**config.mk**
```make
export PLATFORM = sky130hd
export DESIGN_NAME = playfair_digram_cipher_top
export DESIGN_NICKNAME = d
export VERILOG_FILES = /design/src/pfc_pkg.sv /design/src/playfair_digram_cipher_top.sv
export SDC_FILE = /design/constraint.sdc
export NUM_CORES = 1
export LEC_CHECK = 0
export ABC_CLOCK_PERIOD_IN_PS = 14700
export BUFFER_PORTS_ARGS = -buffer_cell sky130_fd_sc_hd__buf_2
export CAP_MARGIN = 40
export CORE_MARGIN = 5
export CORE_UTILIZATION = 35
export CTS_CLUSTER_DIAMETER = 50
export DETAILED_ROUTE_END_ITERATION = 10
export GPL_ROUTABILITY_DRIVEN = 0
export PLACE_DENSITY = 0.57
export REMOVE_ABC_BUFFERS = 1
export SYNTH_ARGS = -nofsm -noshare
export SYNTH_HDL_FRONTEND = slang
export SYNTH_SLANG_ARGS = --single-unit
```
**constraint.sdc**
```tcl
create_clock -name clk_i -period 14.7 [get_ports clk_i]
set_input_delay 0.735 -clock clk_i [delete_from_list [all_inputs] [get_ports clk_i]]
set_output_delay 0.735 -clock clk_i [all_outputs]
set_load 0.02 [all_outputs]
```
**src/pfc_pkg.sv**
```systemverilog
// Package for the Playfair digram cipher block.
// Holds letter codes, square geometry, register indexes and small helper functions.
// No dependencies.
package pfc_pkg;

  localparam int unsigned LetterW  = 5;
  localparam int unsigned PlaceW   = 5;
  localparam int unsigned Side     = 5;
  localparam int unsigned Cells    = 25;
  localparam int unsigned Alphabet = 26;
  localparam int unsigned KeyRegs  = 5;
  localparam int unsigned KeyW     = 45;
  localparam int unsigned CfgIdxW  = 3;
  localparam int unsigned OutDepth = 8;

  localparam logic [LetterW-1:0] LetterX = 5'd23;
  localparam logic [LetterW-1:0] LetterJ = 5'd9;
  localparam logic [2:0]         ShiftFwd  = 3'd1;
  localparam logic [2:0]         ShiftBack = 3'd4;

  typedef enum logic [CfgIdxW-1:0] {
    REG_DECRYPT_MODE = 3'd0,
    REG_KEY_LENGTH   = 3'd1,
    REG_KEY_FIRST    = 3'd2,
    REG_KEY_MIDDLE   = 3'd3,
    REG_KEY_LAST     = 3'd4
  } cfg_reg_e;

  typedef struct packed {
    logic [LetterW-1:0] first;
    logic [LetterW-1:0] second;
    logic               absent;
    logic               last;
  } pair_out_t;

  // Row of a cell index 0..24.
  function automatic logic [2:0] row_of(input logic [PlaceW-1:0] p);
    logic [2:0] r;
    if (p >= 5'd20)      r = 3'd4;
    else if (p >= 5'd15) r = 3'd3;
    else if (p >= 5'd10) r = 3'd2;
    else if (p >= 5'd5)  r = 3'd1;
    else                 r = 3'd0;
    return r;
  endfunction

  // Column, given the cell index and its row.
  function automatic logic [2:0] col_of(input logic [PlaceW-1:0] p, input logic [2:0] r);
    logic [PlaceW-1:0] base;
    logic [PlaceW-1:0] diff;
    base = PlaceW'(r * 3'd5);
    diff = p - base;
    return diff[2:0];
  endfunction

  // (x + s) mod 5 for x below 5 and s below 5.
  function automatic logic [2:0] wrap5(input logic [2:0] x, input logic [2:0] s);
    logic [3:0] t;
    t = {1'b0, x} + {1'b0, s};
    if (t >= 4'd5) t = t - 4'd5;
    return t[2:0];
  endfunction

  function automatic logic [PlaceW-1:0] cell_of(input logic [2:0] r, input logic [2:0] c);
    return PlaceW'(r * 3'd5) + PlaceW'(c);
  endfunction

endpackage

```
**src/playfair_digram_cipher_top.sv**
```systemverilog
// Top level of the Playfair digram cipher block.
// Depends on pfc_pkg; holds the key square memories, the build sequencer and the pair pipeline.
//
// The block keeps the 5x5 key square in two small synchronous memories: one maps a cell to its
// letter and one maps a letter to its cell. After reset, and after every write to a register,
// a build sequencer refills the square, one letter a cycle (the key letters first, then the
// alphabet, each phase closed by a step that writes nothing); s_axis_tready stays low meanwhile.
// In normal use a letter is taken every cycle, while the output queue has room, when it releases
// at most one pair; a doubled letter at message end releases two pairs and holds input off while
// the second pair issues, since the pipeline issues one pair per cycle. A pair passes from
// acceptance to the output queue through the letter-to-cell read, the cell-to-letter read and
// the queue write of the formed result. An eight-entry output queue decouples the result side,
// and input is accepted only while the queue has room for all pairs in flight.
module playfair_digram_cipher_top (
  input  logic                        clk_i,
  input  logic                        rst_ni,
  input  logic                        cfg_we_i,
  input  logic [pfc_pkg::CfgIdxW-1:0] cfg_idx_i,
  input  logic [pfc_pkg::KeyW-1:0]    cfg_data_i,
  input  logic                        s_axis_tvalid,
  output logic                        s_axis_tready,
  input  logic [7:0]                  s_axis_tdata,  // [4:0] plain_letter
  input  logic                        s_axis_tlast,  // message_end
  output logic                        m_axis_tvalid,
  input  logic                        m_axis_tready,
  output logic [15:0]                 m_axis_tdata,  // [4:0] first_out, [9:5] second_out
  output logic                        m_axis_tuser,  // not_in_square
  output logic                        m_axis_tlast   // final_pair
);
  import pfc_pkg::*;

  typedef enum logic [2:0] {
    ST_IDLE = 3'b001,
    ST_KEY  = 3'b010,
    ST_FILL = 3'b100
  } build_e;

  localparam int unsigned CntW = $clog2(OutDepth + 1);
  localparam int unsigned PtrW = $clog2(OutDepth);

  // Configuration registers.
  logic             decrypt_q;
  logic [4:0]       key_len_q;
  logic [44:0]      key_first_q;
  logic [39:0]      key_middle_q;
  logic [39:0]      key_last_q;
  logic [124:0]     key_all;
  logic             rebuild;

  assign rebuild = cfg_we_i && (cfg_idx_i <= REG_KEY_LAST);
  assign key_all = {key_last_q, key_middle_q, key_first_q};

  always_ff @(posedge clk_i or negedge rst_ni) begin
    if (!rst_ni) begin
      decrypt_q    <= 1'b0;
      key_len_q    <= '0;
      key_first_q  <= '0;
      key_middle_q <= '0;
      key_last_q   <= '0;
    end else if (cfg_we_i) begin
      case (cfg_idx_i)
        REG_DECRYPT_MODE: decrypt_q    <= cfg_data_i[0];
        REG_KEY_LENGTH:   key_len_q    <= cfg_data_i[4:0];
        REG_KEY_FIRST:    key_first_q  <= cfg_data_i;
        REG_KEY_MIDDLE:   key_middle_q <= cfg_data_i[39:0];
        REG_KEY_LAST:     key_last_q   <= cfg_data_i[39:0];
        default: ;
      endcase
    end
  end

  // Square memories; a letter whose used bit is clear reads as absent.
  logic [LetterW-1:0] sq_mem [Cells];
  logic [PlaceW-1:0]  lp_mem [Alphabet];
  logic [Alphabet-1:0] used_q, used_d;

  build_e             st_q, st_d;
  logic [4:0]         bidx_q, bidx_d;
  logic [4:0]         bcnt_q, bcnt_d;
  logic [4:0]         key_len_sat;
  logic [LetterW-1:0] key_c;
  logic               wr_en;
  logic [LetterW-1:0] wr_letter;

  assign key_len_sat = (key_len_q > 5'd25) ? 5'd25 : key_len_q;
  assign key_c       = key_all[bidx_q * 5 +: 5];

  always_comb begin
    st_d      = st_q;
    bidx_d    = bidx_q;
    bcnt_d    = bcnt_q;
    used_d    = used_q;
    wr_en     = 1'b0;
    wr_letter = key_c;
    case (st_q)
      ST_KEY: begin
        if (bidx_q < key_len_sat) begin
          if ((key_c < 5'd26) && !used_q[key_c] && (bcnt_q < 5'd25)) begin
            wr_en = 1'b1;
          end
          bidx_d = bidx_q + 5'd1;
        end else begin
          st_d   = ST_FILL;
          bidx_d = '0;
        end
      end
      ST_FILL: begin
        wr_letter = bidx_q;
        if ((bidx_q < 5'd26) && (bcnt_q < 5'd25)) begin
          if ((bidx_q != LetterJ) && !used_q[bidx_q]) begin
            wr_en = 1'b1;
          end
          bidx_d = bidx_q + 5'd1;
        end else begin
          st_d = ST_IDLE;
        end
      end
      default: ;
    endcase
    if (wr_en) begin
      used_d[wr_letter] = 1'b1;
      bcnt_d            = bcnt_q + 5'd1;
    end
    if (rebuild) begin
      st_d   = ST_KEY;
      bidx_d = '0;
      bcnt_d = '0;
      used_d = '0;
    end
  end

  always_ff @(posedge clk_i or negedge rst_ni) begin
    if (!rst_ni) begin
      st_q   <= ST_KEY;
      bidx_q <= '0;
      bcnt_q <= '0;
      used_q <= '0;
    end else begin
      st_q   <= st_d;
      bidx_q <= bidx_d;
      bcnt_q <= bcnt_d;
      used_q <= used_d;
    end
  end

  always_ff @(posedge clk_i) begin
    if (wr_en) begin
      sq_mem[bcnt_q]    <= wr_letter;
      lp_mem[wr_letter] <= bcnt_q;
    end
  end

  // Pairing of incoming letters.
  logic               held_valid_q, held_valid_d;
  logic [LetterW-1:0] held_q, held_d;
  logic               pend_valid_q, pend_valid_d;
  logic [LetterW-1:0] pend_a_q, pend_a_d;
  logic               in_fire;
  logic               iss_valid;
  logic [LetterW-1:0] iss_a, iss_b;
  logic               iss_last;
  logic [LetterW-1:0] in_letter;
  logic [CntW-1:0]    oq_cnt_q;
  logic               s1_valid_q, s2_valid_q;
  logic [CntW:0]      in_flight;

  assign in_letter = s_axis_tdata[4:0];
  assign in_flight = {1'b0, oq_cnt_q} + (CntW+1)'(s1_valid_q) + (CntW+1)'(s2_valid_q)
                   + (CntW+1)'(pend_valid_q);
  assign s_axis_tready = (st_q == ST_IDLE) && !pend_valid_q
                       && (in_flight <= (CntW+1)'(OutDepth - 2));
  assign in_fire = s_axis_tvalid && s_axis_tready;

  always_comb begin
    held_valid_d = held_valid_q;
    held_d       = held_q;
    pend_valid_d = 1'b0;
    pend_a_d     = pend_a_q;
    iss_valid    = 1'b0;
    iss_a        = held_q;
    iss_b        = LetterX;
    iss_last     = 1'b0;
    if (pend_valid_q) begin
      iss_valid = 1'b1;
      iss_a     = pend_a_q;
      iss_last  = 1'b1;
    end else if (in_fire) begin
      if (held_valid_q) begin
        iss_valid = 1'b1;
        if (in_letter == held_q) begin
          if (s_axis_tlast) begin
            pend_valid_d = 1'b1;
            pend_a_d     = in_letter;
            held_valid_d = 1'b0;
          end else begin
            held_d = in_letter;
          end
        end else begin
          iss_b        = in_letter;
          iss_last     = s_axis_tlast;
          held_valid_d = 1'b0;
          held_d       = '0;
        end
      end else if (s_axis_tlast) begin
        iss_valid = 1'b1;
        iss_a     = in_letter;
        iss_last  = 1'b1;
      end else begin
        held_valid_d = 1'b1;
        held_d       = in_letter;
      end
    end
  end

  always_ff @(posedge clk_i or negedge rst_ni) begin
    if (!rst_ni) begin
      held_valid_q <= 1'b0;
      held_q       <= '0;
      pend_valid_q <= 1'b0;
    end else begin
      held_valid_q <= held_valid_d;
      held_q       <= held_d;
      pend_valid_q <= pend_valid_d;
    end
  end

  always_ff @(posedge clk_i) begin
    pend_a_q <= pend_a_d;
  end

  // Stage 1: letter-to-cell reads.
  logic [LetterW-1:0] s1_a_q, s1_b_q;
  logic               s1_last_q, s1_abs_q;
  logic [PlaceW-1:0]  pa_q, pb_q;
  logic               abs_a, abs_b;

  assign abs_a = (iss_a >= 5'd26) || !used_q[iss_a];
  assign abs_b = (iss_b >= 5'd26) || !used_q[iss_b];

  always_ff @(posedge clk_i) begin
    s1_a_q    <= iss_a;
    s1_b_q    <= iss_b;
    s1_last_q <= iss_last;
    s1_abs_q  <= abs_a || abs_b;
    pa_q      <= lp_mem[(iss_a < 5'd26) ? iss_a : 5'd0];
    pb_q      <= lp_mem[(iss_b < 5'd26) ? iss_b : 5'd0];
  end

  // Stage 2: cipher rules and cell-to-letter reads.
  logic [2:0]        ra, ca, rb, cb, sh;
  logic [PlaceW-1:0] na, nb;
  logic [LetterW-1:0] s2_a_q, s2_b_q, qa_q, qb_q;
  logic               s2_last_q, s2_abs_q;

  always_comb begin
    sh = decrypt_q ? ShiftBack : ShiftFwd;
    ra = row_of(pa_q);
    rb = row_of(pb_q);
    ca = col_of(pa_q, ra);
    cb = col_of(pb_q, rb);
    if (ra == rb) begin
      na = cell_of(ra, wrap5(ca, sh));
      nb = cell_of(rb, wrap5(cb, sh));
    end else if (ca == cb) begin
      na = cell_of(wrap5(ra, sh), ca);
      nb = cell_of(wrap5(rb, sh), cb);
    end else begin
      na = cell_of(ra, cb);
      nb = cell_of(rb, ca);
    end
    if (s1_abs_q) begin
      na = '0;
      nb = '0;
    end
  end

  always_ff @(posedge clk_i) begin
    s2_a_q    <= s1_a_q;
    s2_b_q    <= s1_b_q;
    s2_last_q <= s1_last_q;
    s2_abs_q  <= s1_abs_q;
    qa_q      <= sq_mem[na];
    qb_q      <= sq_mem[nb];
  end

  always_ff @(posedge clk_i or negedge rst_ni) begin
    if (!rst_ni) begin
      s1_valid_q <= 1'b0;
      s2_valid_q <= 1'b0;
    end else begin
      s1_valid_q <= iss_valid;
      s2_valid_q <= s1_valid_q;
    end
  end

  // Output queue.
  pair_out_t          oq_mem [OutDepth];
  logic [PtrW-1:0]    oq_wp_q, oq_rp_q;
  pair_out_t          s3_res;
  logic               oq_pop;

  always_comb begin
    s3_res.last = s2_last_q;
    if (s2_abs_q) begin
      s3_res.first  = s2_a_q;
      s3_res.second = s2_b_q;
      s3_res.absent = 1'b1;
    end else begin
      s3_res.first  = qa_q;
      s3_res.second = qb_q;
      s3_res.absent = 1'b0;
    end
  end

  assign m_axis_tvalid = (oq_cnt_q != '0);
  assign oq_pop        = m_axis_tvalid && m_axis_tready;

  always_ff @(posedge clk_i) begin
    if (s2_valid_q) begin
      oq_mem[oq_wp_q] <= s3_res;
    end
  end

  always_ff @(posedge clk_i or negedge rst_ni) begin
    if (!rst_ni) begin
      oq_wp_q  <= '0;
      oq_rp_q  <= '0;
      oq_cnt_q <= '0;
    end else begin
      if (s2_valid_q) oq_wp_q <= oq_wp_q + PtrW'(1);
      if (oq_pop)     oq_rp_q <= oq_rp_q + PtrW'(1);
      oq_cnt_q <= oq_cnt_q + CntW'(s2_valid_q) - CntW'(oq_pop);
    end
  end

  assign m_axis_tdata = {6'd0, oq_mem[oq_rp_q].second, oq_mem[oq_rp_q].first};
  assign m_axis_tuser = oq_mem[oq_rp_q].absent;
  assign m_axis_tlast = oq_mem[oq_rp_q].last;

  // The credit check must keep the queue from overflowing.
  assert property (@(posedge clk_i) disable iff (!rst_ni)
    oq_cnt_q <= CntW'(OutDepth))
    else $error("output queue overflow");

  // No item is taken while the square is being rebuilt.
  assert property (@(posedge clk_i) disable iff (!rst_ni)
    (st_q != ST_IDLE) |-> !s_axis_tready)
    else $error("item accepted during square build");

  // A second pending pair only follows a closed message, so nothing is held then.
  assert property (@(posedge clk_i) disable iff (!rst_ni)
    pend_valid_q |-> !held_valid_q)
    else $error("pending pair with a held letter");

  // A pending pair always issues in the following cycle.
  assert property (@(posedge clk_i) disable iff (!rst_ni)
    pend_valid_q |=> s2_valid_q || s1_valid_q)
    else $error("pending pair lost");

endmodule

```
==> results.json <==
{
  "synth.most_common_cell": "sky130_fd_sc_hd__edfxtp_1",
  "postRouteAntennaNets": 0,
  "post-cts-setup-buffer-count": 0,
  "synth.yosys.warnings": 0,
  "cts_tree": "built",
  "grt_antenna_before_repair": 6,
  "netlist_instances": 2401,
  "synth_top_cell_by_area": "sky130_fd_sc_hd__edfxtp_1",
  "drt-wirelength-per-cell_um": 21.91,
  "synth_largest_type_area_fraction_pct": 35.57,
  "drc": 0,
  "ys_async_sr_fraction_pct": 32.09,
  "vias_in_the_first_global_route": 20650,
  "design.die.area_um2": 91840,
  "detail_route.wirelength_um": 80520,
  "synthesis.area_per_instance_um2": 12.52,
  "maxCapViolations": 0,
  "global_route.overflow_total": 0,
  "fmax_ghz": 0.1350,
  "die_height_um": 303.1,
  "leakagePower_nw": 13.25,
  "routed-via-count": 20130,
  "reg_clk_slew_reported_paths_ns": 0.06,
  "ys_top_cells_by_count": "sky130_fd_sc_hd__edfxtp_1 (356), sky130_fd_sc_hd__nand2_1 (287), sky130_fd_sc_hd__dfrtp_1 (188)",
  "startpoint_of_the_most_critical_setup_path": "pb_q[4]",
  "regToRegStartpoint": "pb_q[4]",
  "finalClockSkew_ns": 0.04702,
  "setup.worst_path.start_class": "register",
  "yosysSeqAreaShare_pct": 54.24,
  "timing.reg2reg.setup_slack_ns": 7.29,
  "drt_first_iter_violations": 1787,
  "clk_path_buf_depth": 3,
  "synth_flop_cell": "sky130_fd_sc_hd__edfxtp_1",
  "timing_worst_slew_pin_value_ns": 0.9760,
  "post_cts_hold_buffer_count": 0,
  "initial_core_util_pct": 35.30,
  "final_min_period_over_clock_period_pct": 50.40,
  "total_grt_usage_pct": 17.43,
  "finalSetupViolCount": 0,
  "worst_skew_pair.late_latency_ns": 0.64,
  "unrepaired_setup_endpoints_after_global_routing": "no",
  "viasPerCell": 5.476,
  "layout_min_cycle_time_ns": 7.409,
  "reg2regPathDepth": 20,
  "io_buffers": 72,
  "worst_relative_slew_slack_pct": 34.49,
  "worst-endpoint-arrival_ns": 7.87,
  "synthesis.area_um2": 30060,
  "rows": 107,
  "clk_root_buffer_cell": "sky130_fd_sc_hd__clkbuf_16",
  "report.final.slew_viol_count": 0,
  "post_cts_resized": 0,
  "path_max_fanout": 12,
  "nets": 2612,
  "number_of_top_level_design_ports": 82,
  "run_status": "complete, no violations",
  "post_route_cells_drive_above_1_share_pct": 21.75,
  "clock_tree.htree_level_count": 3,
  "final_hold_viol_count": 0,
  "floorplan.core_area_um2": 85150,
  "width_of_the_die_um": 303.1,
  "count_of_distinct_cell_types_in_the_synthesized_netlist": 95,
  "p_per_area_nw_per_um2": 210.8,
  "grt_max_degree": 74,
  "min-delay-path-class": "in2async",
  "filler_cell_count": 7989,
  "worst_ep_required_time_ns": 15.16,
  "dpl.cell_count": 3537,
  "criticalPathCategory": "reg2reg",
  "flow.area_growth_from_synthesis_pct": 14.27,
  "dp_hpwl_um": 55560,
  "global_route_wire_length_before_repair_um": 123800,
  "first_pass_iters": 6,
  "synth_top_cells_by_area": "sky130_fd_sc_hd__edfxtp_1 (36%), sky130_fd_sc_hd__dfrtp_1 (16%), sky130_fd_sc_hd__mux2_2 (6.7%)",
  "tritoncts_num_sinks": 589,
  "cell_count_final_fillers_out": 3675,
  "crit_path_end_kind": "register",
  "setup-tns-final_ns": 0,
  "irDropWorstVdd_mv": 0.3262,
  "cts_inserted_buffers": 74,
  "post_synth_edffs": 356,
  "yosys_register_bits": 589
}
-- sequential cells by signal (all words and copies together) (netlist names), 26 cells and up --
name	cells
key_first_q	45
key_last_q	40
key_middle_q	40
lp_mem	130
oq_mem	96
sq_mem	125
used_q	26
-- power breakdown --
| part | internal (mW) | switching (mW) |
|---|---|---|
| Clock | 1.09 | 0.733 |
| Combinational | 1.25 | 1.90 |
| Sequential | 2.09 | 0.178 |
-- worst max-delay path: stages (launching register included) --
cell,delay [ns]
sky130_fd_sc_hd__dfxtp_1,0.55
sky130_fd_sc_hd__nor2b_1,0.09
sky130_fd_sc_hd__a32oi_1,0.49
sky130_fd_sc_hd__and2_1,0.32
sky130_fd_sc_hd__ha_1,0.18
sky130_fd_sc_hd__inv_1,0.05
sky130_fd_sc_hd__fa_1,0.42
sky130_fd_sc_hd__and3_1,0.18
sky130_fd_sc_hd__a221oi_1,0.19
sky130_fd_sc_hd__and3_1,0.41
sky130_fd_sc_hd__ha_1,0.34
sky130_fd_sc_hd__a211oi_1,0.44
sky130_fd_sc_hd__mux2_2,0.43
sky130_fd_sc_hd__fa_1,0.44
sky130_fd_sc_hd__xnor2_1,0.18
sky130_fd_sc_hd__nor3_1,0.62
sky130_fd_sc_hd__a21o_1,0.46
sky130_fd_sc_hd__a211oi_1,0.17
sky130_fd_sc_hd__a311oi_1,0.58
sky130_fd_sc_hd__a211oi_1,0.11
sky130_fd_sc_hd__nor4b_1,0.56
-- per-layer routing --
metal | vias to the layer above | global-route usage (%) | wire length [um]
met5 | - | 0 | 21
met4 | 4 | 6.334 | 2935
met3 | 184 | 3.571 | 5400
met2 | 724 | 28.48 | 38090
met1 | 10050 | 23.11 | 34070
li1 | 9165 | - | -
-- path summary, 6_finish.rpt --
check                                  endpoint
worst max-delay path                    qb_q[4]
worst min-delay path            key_first_q[22]
worst max register to register          qb_q[4]
worst min register to register        s2_last_q
max in group asynchronous             used_q[7]
min in group clk_i                    s2_last_q
-- cell families after synthesis --
family | count (synthesis) | synth area share, %
and+or+nand+nor | 672 | 10.66
other | 1 | 0.01248
AOI/OAI and AO/OA | 377 | 9.008
xor gates and xnor gates | 42 | 1.320
muxes | 427 | 18.01
DFF | 589 | 54.24
adders and majority gates | 81 | 3.647
buffers and inverters | 212 | 3.114
-- layout by cell type, fill, tap and decap left out, types with 40 or more instances in the layout --
master,count
sky130_fd_sc_hd__a211oi_1,40
sky130_fd_sc_hd__a21oi_1,61
sky130_fd_sc_hd__buf_2,73
sky130_fd_sc_hd__buf_4,43
sky130_fd_sc_hd__clkbuf_16,76
sky130_fd_sc_hd__dfrtp_1,187
sky130_fd_sc_hd__dfxtp_1,44
sky130_fd_sc_hd__edfxtp_1,356
sky130_fd_sc_hd__ha_1,70
sky130_fd_sc_hd__inv_1,71
sky130_fd_sc_hd__mux2_2,179
sky130_fd_sc_hd__mux2i_1,177
sky130_fd_sc_hd__mux4_2,63
sky130_fd_sc_hd__nand2_1,287
sky130_fd_sc_hd__nand3_1,57
sky130_fd_sc_hd__nor2_1,130
sky130_fd_sc_hd__o21ai_0,40
-- cell type report --
type / count / area (um^2) / area share, %
multi-input combinational: 1605 / 12940 / 37.67
timing repair buffer: 125 / 887.1 / 2.583
tap: 1144 / 1431 / 4.167
clock buffer: 96 / 2037 / 5.931
antenna: 2 / 5.005 / 0.01457
sequential: 589 / 16300 / 47.47
inverter: 74 / 277.8 / 0.8087
clock inverter: 40 / 466.7 / 1.359
-- per-stage QoR --
step / hold WS [ns] / instance area (um^2) / power [mW] / setup slack [ns] / util, %
global placement: 0.3125 / 31640 / 5.308 / 7.250 / 37.15
detailed placement: 0.3121 / 31840 / 5.436 / 7.465 / 37.39
finish: 0.04664 / 34350 / 7.240 / 7.291 / 40.34
CTS: 0.04069 / 34340 / 7.280 / 7.451 / 40.33
global route: 0.06825 / 34340 / 7.693 / 6.874 / 40.33
floorplan: 0.3096 / 29420 / 4.419 / 6.560 / -
No activity file was read; power rests on OpenSTA's default activity.
